--- config.mk ---
export PLATFORM = sky130hd
export DESIGN_NAME = spq_or_tree
export DESIGN_NICKNAME = d
export VERILOG_FILES = /design/src/sv/spq_or_tree.sv
export SDC_FILE = /design/constraint.sdc
export NUM_CORES = 1
export LEC_CHECK = 0
export ABC_CLOCK_PERIOD_IN_PS = 1700
export BUFFER_PORTS_ARGS = -buffer_cell sky130_fd_sc_hd__buf_2
export CAP_MARGIN = 20
export CORE_MARGIN = 10
export CORE_UTILIZATION = 35
export CTS_CLUSTER_SIZE = 20
export DETAILED_ROUTE_END_ITERATION = 8
export PLACE_DENSITY = 0.57
export SLEW_MARGIN = 20
export SYNTH_ARGS = -nofsm -noshare
export SYNTH_HDL_FRONTEND = slang
export SYNTH_SLANG_ARGS = --single-unit
--- constraint.sdc ---
create_clock -name clk -period 1.7 [get_ports clk]
set_input_delay 0.34 -clock clk [delete_from_list [all_inputs] [get_ports clk]]
set_output_delay 0.34 -clock clk [all_outputs]
set_load 0.05 [all_outputs]
--- src/sv/spq_or_tree.sv ---
`default_nettype none
module spq_or_tree #(
  parameter int WIDTH = 64
) (
  input  wire logic             clk,
  input  wire logic [WIDTH-1:0] bits_i,
  output logic                  any_o
);

  function automatic int lvl_width(input int lv);
    int w;
    w = WIDTH;
    for (int k = 0; k < lv; k++) begin
      w = (w + 7) >> 3;
    end
    return w;
  endfunction

  function automatic int lvl_off(input int lv);
    int off;
    off = 0;
    for (int k = 0; k < lv; k++) begin
      off = off + lvl_width(k);
    end
    return off;
  endfunction

  function automatic int num_levels();
    int w;
    int n;
    w = WIDTH;
    n = 0;
    while (w > 1) begin
      w = (w + 7) >> 3;
      n = n + 1;
    end
    return n;
  endfunction

  localparam int LEVELS = num_levels();
  localparam int TOTAL  = lvl_off(LEVELS + 1);

  logic [TOTAL-1:0] tree_r, tree_nxt;

  assign tree_nxt[WIDTH-1:0] = bits_i;

  // Each node above the leaves ORs up to eight nodes of the level below.
  for (genvar lv = 1; lv <= LEVELS; lv++) begin : g_lvl
    localparam int PW   = lvl_width(lv - 1);
    localparam int POFF = lvl_off(lv - 1);
    localparam int OFF  = lvl_off(lv);
    for (genvar j = 0; j < lvl_width(lv); j++) begin : g_node
      localparam int N = ((PW - 8 * j) < 8) ? (PW - 8 * j) : 8;
      assign tree_nxt[OFF + j] = |tree_r[POFF + 8 * j +: N];
    end
  end

  always_ff @(posedge clk) begin
    tree_r <= tree_nxt;
  end

  assign any_o = tree_r[lvl_off(LEVELS)];

endmodule
`default_nettype wire

==> out/results.ini <==
[synthesis]
synth-simple-area-share_pct = 9.11
ys_seq_elements = 73
yosysTopAreaCellShare_pct = 90.9
synth_xor_area_share_pct = 0
seq_area_frac_synth_pct = 90.9
synth_area_leaders = dfxtp_1 (91%), nor4_1 (7.0%), nand2_1 (2.1%)
ys_warn_count = 0
synth_top_family_by_area = simple AND/OR/NAND/NOR gates
synth.distinct_cells = 3
synth_area_um2 = 1610
synth_fa_ha_area_share_pct = 0
synth_area_leader_cell = dfxtp_1
syn_area_per_cell_um2 = 16.1
muxShareOfSynthArea_pct = 0
syn-num-nets = 165
synth_compound_area_share_pct = 0
syn-instance-count = 100

[drt]
route.antenna.remaining_nets = 0
routedWlPerCell_um = 12.8
drt-total-wl_um = 2980
via_per_inst = 4.06
drt-initial-drc-count = 21
first_pass_iters = 2
drcViolationCount = 0
num_vias = 946

[hold_path]
worst_hold_path_type = primary input to flop

[outcome]
status = complete, no violations

[sta]
hold_viol_final = 0
slew_violations = 0
setup_tns_ns = 0
tightest_slew_ns = 0.295
holdWs_ns = 0.106
rsz0062_at_grt = false
skew_ns = 0.00681
final.min_clock_period_ns = 1.22
maxSlewHeadroom_pct = 80.2
period_share_pct = 71.8
max_freq_mhz = 819
setup_viol = 0

[clock_tree]
postCtsSetupRepairBufs = 0
h-tree-depth = 3
cts_tree = yes
root_buffer = clkbuf_8
cts.path.max_buffers = 2
ctsHoldBuffers = 0
cts.clk_slew.worst_paths_ns = 0.07
clock_latency_ns = 0.33
cts_resized = 0
cts_buffers = 9
clkSinkCount = 73

[finish]
top_register = tree_r
design_area_um2 = 2230
n_antenna_cell = 0
final_util_pct = 50.5
fin_nets = 241
largest_register_ffs = 73
drive_gt1_share_pct = 44.8
area_delta_synth_final_pct = 38.5
instances_no_fill = 233
reg_top3 = tree_r: 73 flops

[placed_design]
gp_congestion = 0.670
dpl_cell_area_um2 = 2000
dpl.hpwl_um = 2420
io_buffers = 65
dp.cells = 217

[global_routing]
grtUsageMet3_pct = 5.39
grt_start_max_net_pins = 13
grt_overflow_total = 0
grtUsageMet1_pct = 7.74
top_usage_layer = met2
grt_pass1_wl_um = 4580
use_met2_pct = 11.8
antenna_found_initial = 0
grt_usage_pct = 8.11
grt_pass1_vias = 1076

[worst_setup_path]
critPathSlowestCell = dfxtp_1
endpoint_kind = output port
cpPeakStageDelay_ns = 0.30
crit_buf_inv = 1
cp_top_family = flip-flops
crit_chain = buf_2
cp.required_ns = 1.36
worstSetupStartpointType = flop
path_class = flop to output port
cp_max_fo = 1
worstPathArrival_ns = 0.88

[floorplanning]
core-area_um2 = 4410
chipWidth_um = 87.8
initial_core_util_pct = 36.4
row_count = 24
dieHeight_um = 87.8
ios = 66
dieArea_um2 = 7700

[power]
peakVddDrop_v = 0.000695
leakage_uw = 0.000991
powerDensity_nw_per_um2 = 1500

[run]
maxCapViolations = 0

## logic make-up (layout without fill, tap and decap cells)
| group | after synthesis | after routing |
|---|---|---|
| flip-flops | 73 | 73 |
| AND/OR/NAND/NOR | 27 | 27 |
| buffers and inverters | 0 | 81 |
## where the power goes
group	internal (µW)	switching, µW	total [µW]
logic	54.9	20.0	74.9
registers	1790	20.8	1810
clock network	900	558	1460
## stage by stage
stage	setup slack, ns	power (µW)
4_1_cts	0.451	3400
2_1_floorplan	0.773	1850
6_report	0.479	3350
3_5_place_dp	0.824	1930
3_3_place_gp	0.824	1920
5_1_grt	0.439	3480
## worst paths after layout
kind | startpoint | to | slack [ns] | cells past startpoint
max reg2reg | tree_r[65]$_DFF_P_ | tree_r[72]$_DFF_P_ | 0.87 | 2
min | bits_i[2] | tree_r[2]$_DFF_P_ | 0.11 | 1
max | tree_r[72]$_DFF_P_ | any_o | 0.48 | 1
min reg2reg | tree_r[30]$_DFF_P_ | tree_r[67]$_DFF_P_ | 0.41 | 2
## placed cells by master, fill, tap and decap left out
| cell type | instances |
|---|---|
| dfxtp_1 | 73 |
| buf_2 | 65 |
| nor4_1 | 18 |
| clkbuf_8 | 11 |
| nand2_1 | 9 |
| clkinv_2 | 2 |
| bufinv_16 | 2 |
| clkinvlp_4 | 1 |
## synthesized netlist by cell type
cell and number:
nand2_1 9, dfxtp_1 73, nor4_1 18
## final cells by class
cell class	count	area, µm²
Fill cell	381	2190
Sequential cell	73	1460
Timing Repair Buffer	65	325
Clock buffer	11	151
Multi-Input combinational cell	27	146
Clock inverter	5	77.6
Tap cell	52	65.1
## layer usage
| metal | up-vias | part of all wire (%) |
|---|---|---|
| li1 | 495 | - |
| met2 | 52 | 44 |
| met5 | - | 0 |
| met3 | 8 | 15 |
| met1 | 391 | 39 |
| met4 | 0 | 2.8 |
(Power assumes the default switching activity.)
