## src/sv/spq_pkg.sv

```systemverilog
`default_nettype none
package spq_pkg;

  // Action codes carried on in_tuser.
  localparam logic [1:0] ACT_INSERT = 2'd0;
  localparam logic [1:0] ACT_POP    = 2'd1;
  localparam logic [1:0] ACT_FIND   = 2'd2;

  // Status codes carried on out_tuser.
  localparam logic [1:0] STAT_OK    = 2'd0;
  localparam logic [1:0] STAT_EMPTY = 2'd1;
  localparam logic [1:0] STAT_FULL  = 2'd2;

  // Shift commands broadcast to every cell of the chain.
  typedef struct packed {
    logic ins_en;
    logic pop_en;
  } cell_ctrl_t;

endpackage
`default_nettype wire

```

## src/sv/spq_cell.sv

```systemverilog
`default_nettype none
module spq_cell import spq_pkg::*; #(
  parameter int COST_BITS  = 8,
  parameter int BOARD_BITS = 36
) (
  input  wire logic                  clk,
  input  wire cell_ctrl_t            ctrl_i,
  input  wire logic                  valid_i,
  input  wire logic [COST_BITS-1:0]  key_g_i,
  input  wire logic [COST_BITS-1:0]  key_h_i,
  input  wire logic [BOARD_BITS-1:0] key_board_i,
  input  wire logic [COST_BITS:0]    key_sum_i,
  input  wire logic [COST_BITS:0]    find_sum_i,
  input  wire logic [BOARD_BITS-1:0] find_board_i,
  input  wire logic                  prev_keep_i,
  input  wire logic [COST_BITS-1:0]  prev_g_i,
  input  wire logic [COST_BITS-1:0]  prev_h_i,
  input  wire logic [BOARD_BITS-1:0] prev_board_i,
  input  wire logic [COST_BITS-1:0]  next_g_i,
  input  wire logic [COST_BITS-1:0]  next_h_i,
  input  wire logic [BOARD_BITS-1:0] next_board_i,
  output logic                       keep_o,
  output logic                       match_o,
  output logic [COST_BITS-1:0]       g_o,
  output logic [COST_BITS-1:0]       h_o,
  output logic [BOARD_BITS-1:0]      board_o
);

  logic [COST_BITS-1:0]  g_r, g_nxt;
  logic [COST_BITS-1:0]  h_r, h_nxt;
  logic [BOARD_BITS-1:0] board_r, board_nxt;
  logic [COST_BITS:0]    own_sum;

  assign own_sum = {1'b0, g_r} + {1'b0, h_r};
  assign keep_o  = valid_i && (own_sum <= key_sum_i);
  assign match_o = valid_i && (own_sum <= find_sum_i) && (board_r == find_board_i);

  // An entry with a larger sum moves one place back; the first such place takes the key.
  always_comb begin
    g_nxt     = g_r;
    h_nxt     = h_r;
    board_nxt = board_r;
    if (ctrl_i.ins_en) begin
      if (!keep_o) begin
        if (prev_keep_i) begin
          g_nxt     = key_g_i;
          h_nxt     = key_h_i;
          board_nxt = key_board_i;
        end else begin
          g_nxt     = prev_g_i;
          h_nxt     = prev_h_i;
          board_nxt = prev_board_i;
        end
      end
    end else if (ctrl_i.pop_en) begin
      g_nxt     = next_g_i;
      h_nxt     = next_h_i;
      board_nxt = next_board_i;
    end
  end

  always_ff @(posedge clk) begin
    g_r     <= g_nxt;
    h_r     <= h_nxt;
    board_r <= board_nxt;
  end

  assign g_o     = g_r;
  assign h_o     = h_r;
  assign board_o = board_r;

endmodule
`default_nettype wire

```

## config.mk

```make
export PLATFORM = sky130hd
export DESIGN_NAME = spq_cell
export DESIGN_NICKNAME = d
export VERILOG_FILES = /design/src/sv/spq_pkg.sv /design/src/sv/spq_cell.sv
export SDC_FILE = /design/constraint.sdc
export NUM_CORES = 1
export LEC_CHECK = 0
export BUFFER_PORTS_ARGS = -buffer_cell sky130_fd_sc_hd__buf_2
export CORE_AREA = 2 2 104 106
export DETAILED_ROUTE_END_ITERATION = 7
export DIE_AREA = 0 0 106 108
export PLACE_DENSITY = 0.83
export SYNTH_ARGS = -nofsm -noshare
export SYNTH_HDL_FRONTEND = slang
export SYNTH_SLANG_ARGS = --single-unit
```

## constraint.sdc

```tcl
create_clock -name clk -period 6.3 [get_ports clk]
set_input_delay 0.315 -clock clk [delete_from_list [all_inputs] [get_ports clk]]
set_output_delay 0.315 -clock clk [all_outputs]
set_load 0.1 [all_outputs]
```

==> flow_summary.ini, run 1 <==
[routing]
via_count = 3939
totalWireLength_um = 12880
route.antenna.remaining_nets = 0
detail_route.iter0.violations = 192
detailed_route_vias_per_instance = 5.096
wire_per_inst_um = 16.66
detail_route.first_pass.iterations = 4
residual_drc = 0

[synth]
synth.cell_area_um2 = 3765
synth_top_flop_cell = sky130_fd_sc_hd__edfxtp_1
synth.yosys.seq_area_share = 0.4148
postSynthCellCount = 376
postSynthRegisterBits = 52
syn-mean-instance-area_um2 = 10.01
synthesis.yosys.warnings = 0
synthesis.nets = 618
edff_count_synth = 52
yosysUniqueCellTypes = 33
synth-async-reset-ratio = 0

[cts]
cts-hold-fix-buffers = 0
clock_sink_count = 52
postCtsSetupRepairBufs = 0
clock_tree_from_tritoncts = yes
clock_tree.root_cell = sky130_fd_sc_hd__clkbuf_8
ctsResizeCount = 0
cts_buffers = 5
clk_pin_slew_ns = 0.09
number_of_levels_in_the_clock_h_tree = 2
cts-root-to-sink-buffers = 2
clock_latency_ns = 0.30

[finish]
syn_to_final_growth_pct = 41.44
nNetsFinal = 877
final_layout_size_suffix_gt1_frac = 0.4394
fill_cells = 941
final_cell_area_um2 = 5325

[timing]
grt_setup_unrepaired = false
min_period_over_period = 0.7448
slew-limit-headroom = 0.3216
setup_viol_count_final = 0
final_max_slew_viol_count = 0
timing_worst_slew_pin_value_ns = 1.018
worst_clock_skew_ns = 0.01171
timing.fmax_mhz = 213.1
tns_ns = 0
finalCriticalPeriod_ns = 4.692
report.final.hold_viol_count = 0

[global_routing]
first_global_vias = 4010
grt_util_overall = 0.2173
grt_first_pass_wirelength_um = 19130
globalRouteOverflowTotal = 0
grt_start_max_net_pins = 105
initial_antenna_violation_count = 2

[setup_path]
critPathSlowestCell = sky130_fd_sc_hd__a31oi_4
path_cells = ha_1, and3_1, a221o_1, or4_1, o311a_1, xor2_1, ha_1, nand4_1, nor3_1, o41ai_1, a31oi_4, buf_4
critPathTopFamily = compound AO/OA/AOI/OAI gates
worst_path_buf_inv = 1
worst_path_largest_cell_delay_ns = 0.84
critPathKind = flip-flop to flip-flop
critical-path-top-cell-by-count = sky130_fd_sc_hd__ha_1
rr_worst_depth = 12
critPathRequiredTime_ns = 6.27
critPathMaxFanout = 29
reg2reg_start = g_o[4]
timing.rr.end = h_o[2]
worst_setup_path_end_kind = flip-flop
timing.reg2reg.setup_slack_ns = 1.61
startpoint_type = flip-flop
timing.critical_path.arrival_ns = 4.66

[placed_design]
place_congestion = 0.9855
dpl.hpwl_um = 10730
port-buffer-count = 268
postPlaceCellArea_um2 = 5244

[floorplan]
row_count = 37
initial_utilization = 0.3680
die_height_um = 108
core_region_area_um2 = 10230
die_area_um2 = 11450
die_w_um = 106
pin_count = 269

[worst_hold_path]
hp-class = input port to flip-flop
whs_endpoint = board_o[27]
hold_path_depth = 3
min-delay-start = next_board_i[27]

[run_status]
outcome = finished clean

[job]
cap_violations = 0

[power_and_ir_drop]
leak_pwr_nw = 2.681
powerDensity_nw_per_um2 = 303.1
ir_drop_uv = 153.0
==> power by group <==
part           internal (mW)  switching [mW]  total [mW]
logic                  0.245           0.689       0.935
clock network         0.0738           0.107       0.180
registers              0.459          0.0401       0.499
==> tightest hold or removal path, cell delays in order <==
cell and delay (ns):
sky130_fd_sc_hd__buf_2 0.08, sky130_fd_sc_hd__nor2_1 0.03, sky130_fd_sc_hd__a21oi_1 0.09
==> Yosys cell counts (all sizes together) (4+ instances only) <==
cell type	count	area, µm²
clkbuf	13	48.80
nand3	4	20.02
o21ai	4	20.02
nor4	8	50.05
mux2i	52	520.5
inv	21	78.83
nor2	57	214.0
edfxtp	52	1562
xor2	37	324.1
buf	5	25.02
a21oi	58	290.3
nand4	5	31.28
ha	26	325.3
xnor2	5	43.79
==> metrics by stage <==
stage	power, mW	utilization	hold WS, ns	setup WS (ns)	std cells
after floorplan	1.205	-	0.5406	0.6394	376
after global placement	1.403	0.5125	0.6344	1.917	764
after detailed placement	1.434	0.5125	0.6389	1.714	764
after CTS	1.613	0.5200	0.3228	1.666	771
after global routing	1.688	0.5202	0.3370	1.356	772
final	1.614	0.5205	0.3336	1.608	773
==> cell type report <==
type,instances,area [µm²],area share
well taps,136,170.2,0.03195
inverters,21,78.83,0.01480
flip-flops and latches,52,1562,0.2932
repair buffers,270,1361,0.2556
multi-input cells,285,2072,0.3891
clock inverters,2,7.507,0.001410
diodes,2,5.005,0.0009398
clock buffers,5,68.82,0.01292
==> metal layers <==
| metal | vias to the layer above | wire, µm | track usage |
|---|---|---|---|
| met5 | - | 0 | 0 |
| met4 | 0 | 480 | 0.09868 |
| met3 | 36 | 1033 | 0.04762 |
| met2 | 227 | 6664 | 0.4230 |
| met1 | 1794 | 4698 | 0.2209 |
| li1 | 1882 | - | - |
==> worst max path at each step <==
stage                 from     endpoint  slack [ns]  cells past startpoint
floorplan           h_o[4]      match_o        0.64                     11
global placement    g_o[4]  board_o[31]        1.92                     12
detailed placement  g_o[4]       h_o[3]        1.71                     12
CTS                 g_o[4]       g_o[3]        1.67                     12
global route        g_o[4]       h_o[2]        1.36                     12
finish              g_o[4]       h_o[2]        1.61                     12
==> cells by family (layout without fill, tap and decap cells) <==
kind of cell             after synthesis  after routing  share of synthesized area
multiplexers                          52             52                     0.1383
adder cells (fa/ha/maj)               27             27                    0.09172
XOR/XNOR                              42             42                    0.09771
buffers and inverters                 39            298                    0.04055
other                                  0              2                          0
AO/OA/AOI/OAI                         74             74                     0.1077
AND/OR/NAND/NOR                       90             90                     0.1093
flip-flops                            52             52                     0.4148
==> layout by cell type, fill, tap and decap left out, types with 2 or more instances in the layout <==
cell type / synthesis / routed
sky130_fd_sc_hd__buf_2: 5 / 266
sky130_fd_sc_hd__a21oi_1: 58 / 58
sky130_fd_sc_hd__nor2_1: 57 / 57
sky130_fd_sc_hd__mux2i_1: 52 / 52
sky130_fd_sc_hd__edfxtp_1: 52 / 52
sky130_fd_sc_hd__xor2_1: 37 / 37
sky130_fd_sc_hd__ha_1: 26 / 26
sky130_fd_sc_hd__inv_1: 21 / 21
sky130_fd_sc_hd__nor4_1: 8 / 8
sky130_fd_sc_hd__nand4_1: 5 / 5
sky130_fd_sc_hd__xnor2_1: 5 / 5
sky130_fd_sc_hd__clkbuf_8: 0 / 5
sky130_fd_sc_hd__o21ai_0: 4 / 4
sky130_fd_sc_hd__nand3_1: 4 / 4
sky130_fd_sc_hd__buf_4: 0 / 4
sky130_fd_sc_hd__nor2b_1: 3 / 3
sky130_fd_sc_hd__nor3_1: 3 / 3
sky130_fd_sc_hd__diode_2: 0 / 2
sky130_fd_sc_hd__and2_1: 2 / 2
sky130_fd_sc_hd__a31oi_1: 3 / 2
sky130_fd_sc_hd__a211oi_1: 2 / 2
sky130_fd_sc_hd__a21o_1: 2 / 2
sky130_fd_sc_hd__and3_1: 2 / 2
sky130_fd_sc_hd__clkinv_1: 0 / 2
==> registers in the layout (all words and copies together) (netlist names) <==
| name | count |
|---|---|
| g_o | 8 |
| board_o | 36 |
| h_o | 8 |
Power figures use the tool's default switching activity.
==> run 2, diff against run 1 <==
--- a/config.mk
+++ b/config.mk
@@ -5,11 +5,12 @@
 export SDC_FILE = /design/constraint.sdc
 export NUM_CORES = 1
 export LEC_CHECK = 0
+export ABC_AREA = 1
 export BUFFER_PORTS_ARGS = -buffer_cell sky130_fd_sc_hd__buf_2
-export CORE_AREA = 2 2 104 106
+export CORE_AREA = 2 2 103 105
 export DETAILED_ROUTE_END_ITERATION = 7
-export DIE_AREA = 0 0 106 108
-export PLACE_DENSITY = 0.83
+export DIE_AREA = 0 0 105 107
+export PLACE_DENSITY = 0.87
 export SYNTH_ARGS = -nofsm -noshare
 export SYNTH_HDL_FRONTEND = slang
 export SYNTH_SLANG_ARGS = --single-unit
==> constraint.sdc (replaced) <==
create_clock -name clk -period 4.73 [get_ports clk]
set_input_delay 0.2365 -clock clk [delete_from_list [all_inputs] [get_ports clk]]
set_output_delay 0.2365 -clock clk [all_outputs]
set_load 0.1 [all_outputs]
==> flow_summary.ini, run 2 <==
[global_routing]
grt_start_max_net_pins = 55
grt_util_overall = 0.2343
first_global_vias = 4297
globalRouteOverflowTotal = 0
initial_antenna_violation_count = 0
grt_first_pass_wirelength_um = 20760

[timing]
grt_setup_unrepaired = false
report.final.hold_viol_count = 0
worst_clock_skew_ns = 0.01443
timing.fmax_mhz = 278.9
setup_viol_count_final = 0
final_max_slew_viol_count = 0
slew-limit-headroom = 0.3719
timing_worst_slew_pin_value_ns = 0.9407
tns_ns = 0
finalCriticalPeriod_ns = 3.585
min_period_over_period = 0.7580

[setup_path]
critPathLaunch = h_o[0]
startpoint_type = flip-flop
path_cells = ha_1, inv_1, fa_1, inv_1, nand3_1, nand2_1, nand2_1, a21oi_2, xnor2_1, inv_1, ha_1, nand2_1, nor2_1, nand4_1, nand3_1, nand2_1, nand2_1, nand2_1, nand2_2, buf_12
worst_path_largest_cell_delay_ns = 0.42
critPathKind = flip-flop to flip-flop
timing.critical_path.arrival_ns = 3.57
critPathRequiredTime_ns = 4.72
critPathTopFamily = simple AND/OR/NAND/NOR gates
critical-path-top-cell-by-count = sky130_fd_sc_hd__nand2_1
worst_path_buf_inv = 4
reg2reg_start = h_o[0]
critPathSlowestCell = sky130_fd_sc_hd__nand2_2
worst_setup_path_end_kind = flip-flop
critPathMaxFanout = 34

[floorplan]
die_area_um2 = 11240
pin_count = 269
initial_utilization = 0.4003
die_height_um = 107
core_region_area_um2 = 10090
row_count = 37
die_w_um = 105

[routing]
detailed_route_vias_per_instance = 4.763
top_layer = met4
wl_met3_um = 886
detail_route.first_pass.iterations = 5
totalWireLength_um = 13630
route.layer.met1.wl_um = 5739
residual_drc = 0
via_count = 4596
met2WireLength_um = 6783
wire_per_inst_um = 14.12
route.antenna.remaining_nets = 0
detail_route.iter0.violations = 296

[finish]
largest_reg_flops = 36
multi_input_area_um2 = 2092
insertedDiodeCount = 0
layout.cells.most_common_list = 268 x sky130_fd_sc_hd__buf_2, 147 x sky130_fd_sc_hd__nand2_1, 106 x sky130_fd_sc_hd__o21ai_0, 91 x sky130_fd_sc_hd__nor2_1, 77 x sky130_fd_sc_hd__inv_1
mostFrequentLayoutCell = sky130_fd_sc_hd__buf_2
fill_cells = 1016
nNetsFinal = 1071
final_core_utilization = 0.5519
layout.area.seq_um2 = 1562
final_layout_size_suffix_gt1_frac = 0.3402
syn_to_final_growth_pct = 37.88

[synth]
synth.yosys.seq_area_share = 0.3865
synth.cell_area_um2 = 4040
post_synth_main_area_contributors = sky130_fd_sc_hd__edfxtp_1 39%, sky130_fd_sc_hd__nand2_1 14%, sky130_fd_sc_hd__o21ai_0 13%
synthesis.nets = 815
most_numerous_cell_in_the_yosys_netlist = sky130_fd_sc_hd__nand2_1
synthesis.yosys.warnings = 0
edff_count_synth = 52
yosysUniqueCellTypes = 24
syn-mean-instance-area_um2 = 7.051
synth_top_flop_cell = sky130_fd_sc_hd__edfxtp_1
synth-async-reset-ratio = 0
synth_top_area_frac = 0.3865
postSynthRegisterBits = 52
postSynthCellCount = 573
synth_commonest_cells = 148 x sky130_fd_sc_hd__nand2_1, 106 x sky130_fd_sc_hd__o21ai_0, 91 x sky130_fd_sc_hd__nor2_1, 77 x sky130_fd_sc_hd__inv_1, 52 x sky130_fd_sc_hd__edfxtp_1
synth.largest_area_cell = sky130_fd_sc_hd__edfxtp_1

[cts]
clock_latency_ns = 0.30
clock_tree.root_cell = sky130_fd_sc_hd__clkbuf_8
number_of_levels_in_the_clock_h_tree = 2
clk_pin_slew_ns = 0.10
postCtsSetupRepairBufs = 0
clock_sink_count = 52
clock_tree_from_tritoncts = yes
cts-root-to-sink-buffers = 2
ctsResizeCount = 0
cts_buffers = 5
cts-hold-fix-buffers = 0

[placed_design]
port-buffer-count = 268
place_congestion = 0.8537
dpl.hpwl_um = 11030

[power_and_ir_drop]
leak_pwr_nw = 3.017
ir_drop_uv = 181.8
powerDensity_nw_per_um2 = 368.2

[worst_hold_path]
hp-class = input port to flip-flop
min-delay-start = next_board_i[23]

[job]
cap_violations = 0

[run_status]
outcome = finished clean
[run 2: cell families (layout without fill, tap and decap cells)]
group | Yosys count | in the layout | share of synthesized area
simple gates | 251 | 251 | 0.2391
flops | 52 | 52 | 0.3865
compound gates | 131 | 131 | 0.1654
fa+ha+maj | 27 | 27 | 0.08548
xor+xnor | 12 | 12 | 0.02601
buf+inv | 100 | 356 | 0.09755
[run 2: routing by layer]
layer  up-vias  global-route usage
met5         -                   0
met4         0             0.05429
met3        18             0.03343
met2       196              0.4193
met1      2025              0.2993
li1       2357                   -
[run 2: tightest hold or removal path, delay by kind of cell]
kind                   cells  cell delay (ns)
buffers and inverters      1             0.07
AO/OA/AOI/OAI              1             0.05
AND/OR/NAND/NOR            1             0.04
[run 2: worst paths after layout]
check                           slack, ns     endpoint  depth (start not counted)
worst max-delay path                 1.14       g_o[7]                         20
worst min-delay path                 0.21  board_o[23]                          3
worst max register to register       1.14       g_o[7]                         20
worst min register to register       1.65   board_o[2]                          8
[run 2: power breakdown]
| part | internal, mW | switching (mW) | leakage [nW] |
|---|---|---|---|
| Combinational | 0.291 | 0.866 | 2.46 |
| Sequential | 0.601 | 0.0489 | 0.514 |
| Clock | 0.101 | 0.143 | 0.0400 |
[run 2: final cells by class]
type                            instances  share of cell area
Inverter                               79             0.05323
Multi-Input combinational cell        421              0.3756
Clock buffer                            5             0.01235
Timing Repair Buffer                  270              0.2457
Clock inverter                          2            0.002246
Tap cell                              136             0.03055
Sequential cell                        52              0.2803
[run 2: stage by stage]
step	cell area (µm²)	total power [mW]	worst slack, ns	instances	hold slack [ns]
2_1_floorplan	4045	1.544	0.1249	573	0.4277
3_3_place_gp	5489	1.801	1.266	958	0.5195
3_5_place_dp	5489	1.820	1.152	958	0.5200
4_1_cts	5570	2.069	1.131	965	0.1958
5_1_grt	5570	2.185	0.7024	965	0.1928
6_report	5570	2.051	1.145	965	0.2069
==> run 3, diff against run 2 <==
==> constraint.sdc (replaced) <==
create_clock -name clk -period 3.4 [get_ports clk]
set_input_delay 0.17 -clock clk [delete_from_list [all_inputs] [get_ports clk]]
set_output_delay 0.17 -clock clk [all_outputs]
set_load 0.1 [all_outputs]
==> flow_summary.ini, run 3 (synthesized netlist as in run 2, its figures left out) <==
[setup_path]
timing.critical_path.arrival_ns = 3.09
critPathRequiredTime_ns = 3.23
timing.rr.end = g_o[1]
rr_worst_depth = 19
reg2reg_start = g_o[0]
worst_path_largest_cell_delay_ns = 0.37
critical-path-top-cell-by-count = sky130_fd_sc_hd__inv_2
critPathKind = flip-flop to output port
path_cells = ha_2, inv_2, fa_2, inv_2, nand3_2, nand2_2, nand2_2, a21oi_2, xnor2_1, inv_2, ha_4, nand2_1, nor2_2, nand4_1, nand2_1, inv_1, nor3_4, buf_12
timing.reg2reg.setup_slack_ns = 0.24
critPathMaxFanout = 3
worst_path_buf_inv = 5
critPathSlowestCell = sky130_fd_sc_hd__edfxtp_1
worst_setup_path_end_kind = output port
startpoint_type = flip-flop
critPathTopFamily = adder cells

[finish]
nNetsFinal = 1079
insertedDiodeCount = 0
fill_cells = 981
largest_reg_flops = 36
final_cell_count_no_fill = 973
mostFrequentLayoutCell = sky130_fd_sc_hd__buf_2
syn_to_final_growth_pct = 44.16
final_core_utilization = 0.5771
multi_input_area_um2 = 2240
layout.cells.most_common_list = 266 x sky130_fd_sc_hd__buf_2, 140 x sky130_fd_sc_hd__nand2_1, 106 x sky130_fd_sc_hd__o21ai_0, 89 x sky130_fd_sc_hd__nor2_1, 73 x sky130_fd_sc_hd__inv_1
layout.area.seq_um2 = 1562
final_layout_size_suffix_gt1_frac = 0.3680

[global_routing]
grt_start_max_net_pins = 54
initial_antenna_violation_count = 0
grt_util_overall = 0.2390
grt_first_pass_wirelength_um = 21110
globalRouteOverflowTotal = 0
first_global_vias = 4412

[floorplan]
pin_count = 269
row_count = 37
die_w_um = 105
die_area_um2 = 11240
core_region_area_um2 = 10090
die_height_um = 107
initial_utilization = 0.4003

[timing]
min_period_over_period = 0.9578
setup_viol_count_final = 0
timing.fmax_mhz = 307.1
report.final.hold_viol_count = 0
timing_worst_slew_pin_value_ns = 0.8107
finalCriticalPeriod_ns = 3.256
tns_ns = 0
timing.hold.ws_ns = 0.1381
worst_clock_skew_ns = 0.01201
final_max_slew_viol_count = 0
grt_setup_unrepaired = true
slew-limit-headroom = 0.4582

[cts]
clock_latency_ns = 0.30
cts_buffers = 5
number_of_levels_in_the_clock_h_tree = 2
cts-root-to-sink-buffers = 2
clock_tree_from_tritoncts = yes
clock_sink_count = 52
clk_pin_slew_ns = 0.10
clock_tree.root_cell = sky130_fd_sc_hd__clkbuf_8

[routing]
wire_per_inst_um = 14.93
detailed_route_vias_per_instance = 4.933
detail_route.iter0.violations = 409
via_count = 4800
route.antenna.remaining_nets = 0
totalWireLength_um = 14530
detail_route.first_pass.iterations = 5
residual_drc = 0

[job]
cap_violations = 0

[placed_design]
place_congestion = 0.8707
port-buffer-count = 268
dp_cells = 961
dpl.hpwl_um = 11350

[power_and_ir_drop]
ir_drop_uv = 308.5
cellInternalPower_mw = 1.593
powerDensity_nw_per_um2 = 544.8
pwr-share-comb = 0.558
power.sequential.fraction = 0.284
leak_pwr_nw = 3.092
switching_share = 0.4979
switching_power_mw = 1.580
totalPowerFinal_mw = 3.173
power.clock.fraction = 0.157

[worst_hold_path]
whs_endpoint = board_o[23]
hp-class = input port to flip-flop
min-delay-start = next_board_i[23]
hold_path_depth = 3

[run_status]
outcome = finished clean
## run 3: cell types whose count changed in the layout (fill, tap and decap cells not counted), sizes merged
cell    change
buf         +5
nand2       +3
bufinv      +2
clkinv      -1
inv         -1
## run 3: how the worst max path moves through the flow
stage / start / endpoint / slack, ns / cells past startpoint
after detailed placement: g_o[0] / board_o[25] / 0.16 / 19
after global routing: g_o[0] / keep_o / -0.06 / 19
final: g_o[0] / match_o / 0.14 / 18
after floorplan: h_o[0] / match_o / -0.48 / 19
after global placement: g_o[0] / board_o[19] / 0.27 / 19
after CTS: g_o[0] / keep_o / 0.03 / 20
## run 3: layout make-up
| cell class | count | area share |
|---|---|---|
| multi-input cells | 424 | 0.3845 |
| well taps | 136 | 0.02922 |
| inverters | 79 | 0.05156 |
| repair buffers | 275 | 0.2445 |
| clock inverters | 2 | 0.01031 |
| clock buffers | 5 | 0.01182 |
| flip-flops and latches | 52 | 0.2681 |
## run 3: power by group through the flow
stage | sequential, mW | combinational [mW] | clock [mW]
floorplan | 1.57 | 0.599 | 0
global placement | 0.912 | 1.60 | 0
detailed placement | 0.917 | 1.64 | 0
CTS | 0.903 | 1.64 | 0.507
global route | 0.916 | 1.91 | 0.528
finish | 0.902 | 1.77 | 0.499
## run 3: layer usage
layer  vias to the layer above  part of all wire  global-route usage
li1                       2383                 -                   -
met1                      2168              0.42              0.3063
met2                       233              0.50              0.4202
met3                        16             0.072             0.03587
met4                         0             0.015             0.06571
met5                         -                 0                   0
## run 3: timing repair
item,4_1_cts,5_1_grt
setup endpoints to repair,0,54
resized for setup,0,21
setup buffers,0,2
hold buffers,0,0
## run 3: stage by stage
| stage | instance area [µm²] | worst slack [ns] |
|---|---|---|
| 6_report | 5824 | 0.1435 |
| 5_1_grt | 5824 | -0.06161 |
| 4_1_cts | 5679 | 0.02819 |
| 3_5_place_dp | 5550 | 0.1615 |
| 3_3_place_gp | 5550 | 0.2659 |
| 2_1_floorplan | 4084 | -0.4824 |
## run 3: worst reg2reg max path: stages, from the launching register on
cell and delay (ns):
sky130_fd_sc_hd__edfxtp_1 0.37, sky130_fd_sc_hd__ha_2 0.20, sky130_fd_sc_hd__inv_2 0.04, sky130_fd_sc_hd__fa_2 0.36, sky130_fd_sc_hd__inv_2 0.06, sky130_fd_sc_hd__nand3_2 0.06, sky130_fd_sc_hd__nand2_2 0.09, sky130_fd_sc_hd__nand2_2 0.06
sky130_fd_sc_hd__a21oi_2 0.16, sky130_fd_sc_hd__xnor2_1 0.15, sky130_fd_sc_hd__inv_2 0.09, sky130_fd_sc_hd__ha_4 0.27, sky130_fd_sc_hd__nand2_2 0.06, sky130_fd_sc_hd__nor2_4 0.13, sky130_fd_sc_hd__nand4_1 0.09, sky130_fd_sc_hd__nand3_1 0.09
sky130_fd_sc_hd__nand2_1 0.07, sky130_fd_sc_hd__nand2_2 0.12, sky130_fd_sc_hd__nand2_4 0.18, sky130_fd_sc_hd__nand2_8 0.22
